### config.mk
export PLATFORM = sky130hd
export DESIGN_NAME = fkw_sine
export DESIGN_NICKNAME = d
export VERILOG_FILES = /design/src/rtl/assert_macros.svh /design/src/rtl/fkw_pkg.sv /design/src/rtl/fkw_sine.sv
export SDC_FILE = /design/constraint.sdc
export NUM_CORES = 2
export LEC_CHECK = 0
export ABC_AREA = 1
export BUFFER_PORTS_ARGS = -buffer_cell sky130_fd_sc_hd__buf_2
export CAP_MARGIN = 20
export CORE_UTILIZATION = 45
export CTS_BUF_LIST = sky130_fd_sc_hd__clkbuf_16
export DETAILED_ROUTE_END_ITERATION = 8
export GPL_TIMING_DRIVEN = 0
export PLACE_DENSITY = 0.58
export REMOVE_ABC_BUFFERS = 1
export SLEW_MARGIN = 5
export SYNTH_ARGS = -nofsm -noshare
export SYNTH_HDL_FRONTEND = slang
export SYNTH_SLANG_ARGS = --single-unit
### constraint.sdc
create_clock -name clock -period 12.7 [get_ports clock]
set_clock_uncertainty 0.1 [all_clocks]
set_input_delay 0 -clock clock [delete_from_list [all_inputs] [get_ports clock]]
set_output_delay 0 -clock clock [all_outputs]
set_load 0.02 [all_outputs]
### src/rtl/assert_macros.svh
// Assertion macros used by the RTL.
// Each takes a label, clock, reset, antecedent, consequent and a message.
`ifndef ASSERT_MACROS_SVH
`define ASSERT_MACROS_SVH
`ifndef NO_ASSERTIONS
`define ASSERT_SAME(label, clk, rst, a, b, msg) \
   label: assert property (@(posedge clk) disable iff (rst) (a) |-> (b)) else $error(msg);
`define ASSERT_NEXT(label, clk, rst, a, b, msg) \
   label: assert property (@(posedge clk) disable iff (rst) (a) |=> (b)) else $error(msg);
`else
`define ASSERT_SAME(label, clk, rst, a, b, msg)
`define ASSERT_NEXT(label, clk, rst, a, b, msg)
`endif
`endif

### src/rtl/fkw_pkg.sv
// ----------------------------------------------------------------------------
// fkw_pkg
// Types and constants of the wrist forward kinematics pipeline.
// ----------------------------------------------------------------------------
`default_nettype none
package fkw_pkg;

   localparam int TRIG_WIDTH  = 16;
   localparam int X_WIDTH     = 19;
   localparam int Z_WIDTH     = 18;
   localparam int CSR_IDX_W   = 3;
   localparam int SINE_STAGES = 5;
   // prep stage, sine stages, four combine stages
   localparam int PIPE_DEPTH  = 1 + SINE_STAGES + 4;

   typedef logic signed [TRIG_WIDTH-1:0] trig_type;

   typedef enum logic [CSR_IDX_W-1:0] {
      CSR_BASE_OFFSET = 3'd0,
      CSR_UPPER_ARM   = 3'd1,
      CSR_FOREARM     = 3'd2,
      CSR_HAND        = 3'd3,
      CSR_TOOL        = 3'd4,
      CSR_ROLL_MODE   = 3'd5
   } csr_index_type;

   // sine unit lanes
   localparam int NUM_SINE = 11;
   localparam int SIN_Q0   = 0;
   localparam int COS_Q0   = 1;
   localparam int SIN_Q1   = 2;
   localparam int COS_Q1   = 3;
   localparam int SIN_Q12  = 4;
   localparam int COS_Q12  = 5;
   localparam int SIN_Q123 = 6;
   localparam int COS_Q123 = 7;
   localparam int COS_Q4   = 8;
   localparam int SIN_Q04  = 9;
   localparam int COS_Q04  = 10;

endpackage
`default_nettype wire

### src/rtl/fkw_sine.sv
// ----------------------------------------------------------------------------
// fkw_sine
// Five-stage Q1.15 sine of a binary angle, polynomial on the quarter wave.
// ----------------------------------------------------------------------------
`default_nettype none
module fkw_sine #(
   parameter int ANGLE_WIDTH = 16
) (
   input  wire logic                   clock,
   input  wire logic                   en,
   input  wire logic [ANGLE_WIDTH-1:0] angle,
   output fkw_pkg::trig_type           sine
);
   import fkw_pkg::*;

   localparam int FW = ANGLE_WIDTH - 2;
   localparam int PAD = 32 - ANGLE_WIDTH;

   logic [29:0] frac30;
   logic [30:0] mirror;
   logic [15:0] u_in, u_a_ff, u_b_ff, u_c_ff, u_d_ff;
   logic        neg_a_ff, neg_b_ff, neg_c_ff, neg_d_ff;
   logic [15:0] u2_in, u2_b_ff, u2_c_ff;
   logic [31:0] sq;
   logic [31:0] pc;
   logic [15:0] t_in, t_c_ff;
   logic [31:0] pd;
   logic [15:0] t2_in, t2_d_ff;
   logic [31:0] pe;
   logic [16:0] s_raw;
   logic [15:0] s_sat;
   trig_type    sine_in, sine_ff;

   // fold into the first quadrant
   assign frac30 = {angle[FW-1:0], {PAD{1'b0}}};
   assign mirror = 31'h4000_0000 - {1'b0, frac30};
   assign u_in   = angle[ANGLE_WIDTH-2] ? mirror[30:15] : {1'b0, frac30[29:15]};

   assign sq    = {16'd0, u_a_ff} * {16'd0, u_a_ff};
   assign u2_in = sq[30:15];

   assign pc   = {16'd0, u2_b_ff} * 32'd2320;
   assign t_in = pc[30:15];

   assign pd    = (32'd21024 - {16'd0, t_c_ff}) * {16'd0, u2_c_ff};
   assign t2_in = pd[30:15];

   assign pe    = (32'd51472 - {16'd0, t2_d_ff}) * {16'd0, u_d_ff};
   assign s_raw = pe[31:15];
   assign s_sat = (s_raw > 17'd32767) ? 16'd32767 : s_raw[15:0];
   assign sine_in = neg_d_ff ? -$signed(s_sat) : $signed(s_sat);

   always_ff @(posedge clock) begin
      if (en) begin
         u_a_ff   <= u_in;
         neg_a_ff <= angle[ANGLE_WIDTH-1];
         u_b_ff   <= u_a_ff;
         neg_b_ff <= neg_a_ff;
         u2_b_ff  <= u2_in;
         u_c_ff   <= u_b_ff;
         neg_c_ff <= neg_b_ff;
         u2_c_ff  <= u2_b_ff;
         t_c_ff   <= t_in;
         u_d_ff   <= u_c_ff;
         neg_d_ff <= neg_c_ff;
         t2_d_ff  <= t2_in;
         sine_ff  <= sine_in;
      end
   end

   assign sine = sine_ff;
endmodule
`default_nettype wire

==> impl_metrics.yaml <==
floorplan:
  initial_utilization: 0.456
  die_w_um: 263
  dieArea_mm2: 0.0692
  die_y_um: 263
  design.core.area_mm2: 0.0673
  rows: 95
  ios: 34
detailed_routing:
  route.detailed.drc: 0
  viasPerCell: 4.83
  totalWireLength_um: 66700
  vias: 21600
  drtAntennaViolNets: 0
  routedWlPerCell_um: 15.0
  drt_iter0_drc: 1154
  dr.pass1.iters: 6
setup_path:
  reg2reg_depth: 43
  critPathMostFrequentCell: "inv_1"
  slowest_delay_ps: 800
  start_kind: "register"
  critical_path_peak_fanout: 16
  worstPathRequired_ps: 12820
  cp.arrival_ps: 9700
  slowest_stage: "edfxtp_1"
  crit_path_end_kind: "register"
  setup.worst_path.class: "register to register"
sta:
  fmax_ghz: 0.104
  post-route-period-util: 0.755
  setup_viol: 0
  final_max_slew_viol_count: 0
  whs_ps: 142
  maxSlewHeadroom: 0.278
  period_needed_ps: 9590
  worstMarginPinSlew_ps: 1080
  final-hold-violation-count: 0
  rsz0062_at_grt: "false"
  tns_ps: 0
clock_network:
  clock-sinks: 141
  ctsHtreeMaxLevel: 4
  clk_pin_slew_ps: 70
  cts_buffers: 17
  cts-root-buf: "clkbuf_16"
  clkLatencyLatePin_ps: 470
  ctsResizeCount: 0
  clk_path_buf_depth: 2
  cts_tree: "built"
cells_and_area:
  mostFrequentLayoutCells: "inv_1 (1031), nand2_1 (680), fa_1 (570)"
  n_fill_cell: 6549
  drive_gt1_frac: 0.0359
  multiInputGateArea_mm2: 0.0223
  final_common_cell: "inv_1"
  layout.nets: 4519
  area_delta_synth_final_pct: 6.11
  ff_latch_area_mm2: 0.00423
  diodes: 0
synth:
  synth_seq_cells: 141
  synthCells: 3566
  synth-seq-area-share: 0.138
  ys.flop_type: "edfxtp_1"
  synth_edf_count: 141
  synth_area_mm2: 0.0307
  synth.distinct_cells: 51
  yosys_warnings: 0
  async_reset_ff_frac: 0
  synth.avg_cell_area_um2: 8.60
global_routing:
  grt_pass1_wl_um: 113000
  antenna_found_initial: 0
  grt_pass1_vias: 22400
  grt_usage: 0.204
  overflow: 0
  grt_max_degree: 98
placed_design:
  port_buffers: 33
  gp_congestion: 0.875
  place_hpwl_um: 55700
flow_run:
  maxCapViolCount: 0
hold_path:
  holdCritPathClass: "primary input to register"
  hold_depth: 2
outcome:
  status: "finished, final reports clean"
## metrics by stage
step / std cells / instance area (um^2) / setup WS (ps) / util
finish: 4463 / 32600 / 3110 / 0.484
global route: 4463 / 32600 / 2380 / 0.484
CTS: 4461 / 32500 / 3090 / 0.484
detailed placement: 4401 / 31700 / 3150 / 0.471
global placement: 4400 / 31700 / 3190 / 0.470
floorplan: 3494 / 30400 / 4770 / -
## cell type report
class,count,area share
multi-input cells,2311,0.683
clock inverters,15,0.00461
clock buffers,17,0.0131
flip-flops and latches,141,0.130
repair buffers,64,0.0152
well taps,873,0.0335
inverters,1042,0.120
## synthesized netlist by cell type (13+ instances only)
cell      instances  area, um^2
a21o_1           13        97.6
nor2_1          305        1140
a21oi_1          81         405
nand3_1          46         230
clkbuf_1         67         251
nand4_1          17         106
nor3_1           15        75.1
edfxtp_1        141        4230
ha_1            354        4430
xor2_1           66         578
o21ai_0          36         180
inv_1          1030        3870
xnor2_1          27         236
fa_1            570       11400
nand2_2          17         106
nand2_1         680        2550
or2_2            13        81.3
## critical path: cells and delay by family (launching register included)
family / cells / cell delay, ps
buffers and inverters: 11 / 1100
DFF: 1 / 800
xor gates and xnor gates: 1 / 660
AOI/OAI and AO/OA: 4 / 750
and+or+nand+nor: 18 / 2120
adders and majority gates: 9 / 3790
## path summary, 6_finish.rpt
path	start	end	slack, ps
setup reg to reg	t2_d_ff[0]$_DFFE_PP_	sine[10]$_DFFE_PP_	3110
hold / removal	angle[15]	neg_a_ff$_DFFE_PP_	140
hold reg to reg	u_c_ff[3]$_DFFE_PP_	u_d_ff[3]$_DFFE_PP_	320
setup / recovery	t2_d_ff[0]$_DFFE_PP_	sine[10]$_DFFE_PP_	3110
## routing by layer
layer | share of wire | GRT usage
met5 | 0 | 0
met2 | 0.48 | 0.349
met4 | 0.015 | 0.0449
met3 | 0.040 | 0.0161
met1 | 0.46 | 0.283
## cell families after synthesis
| logic type | Yosys count | synth area share |
|---|---|---|
| xor gates and xnor gates | 93 | 0.0265 |
| and+or+nand+nor | 1129 | 0.151 |
| buffers and inverters | 1114 | 0.137 |
| DFF | 141 | 0.138 |
| adders and majority gates | 924 | 0.516 |
| AOI/OAI and AO/OA | 165 | 0.0315 |
## state kept, by name, summed over array words and instances (netlist names)
| signal | count |
|---|---|
| u_c_ff | 15 |
| sine | 16 |
| t_c_ff | 13 |
| neg_c_ff | 1 |
| u_d_ff | 15 |
| u_b_ff | 15 |
| u2_b_ff | 16 |
| neg_a_ff | 1 |
| neg_b_ff | 1 |
| neg_d_ff | 1 |
| t2_d_ff | 16 |
| u_a_ff | 15 |
| u2_c_ff | 16 |
## timing repair
action,in CTS,in global routing
hold buffers,28,0
endpoints found under the hold margin,60,0
setup buffers,0,0
Power is left out: the tool's default activity adds up to more than one toggle a clock period on the data nets, which glitch-free logic cannot reach.
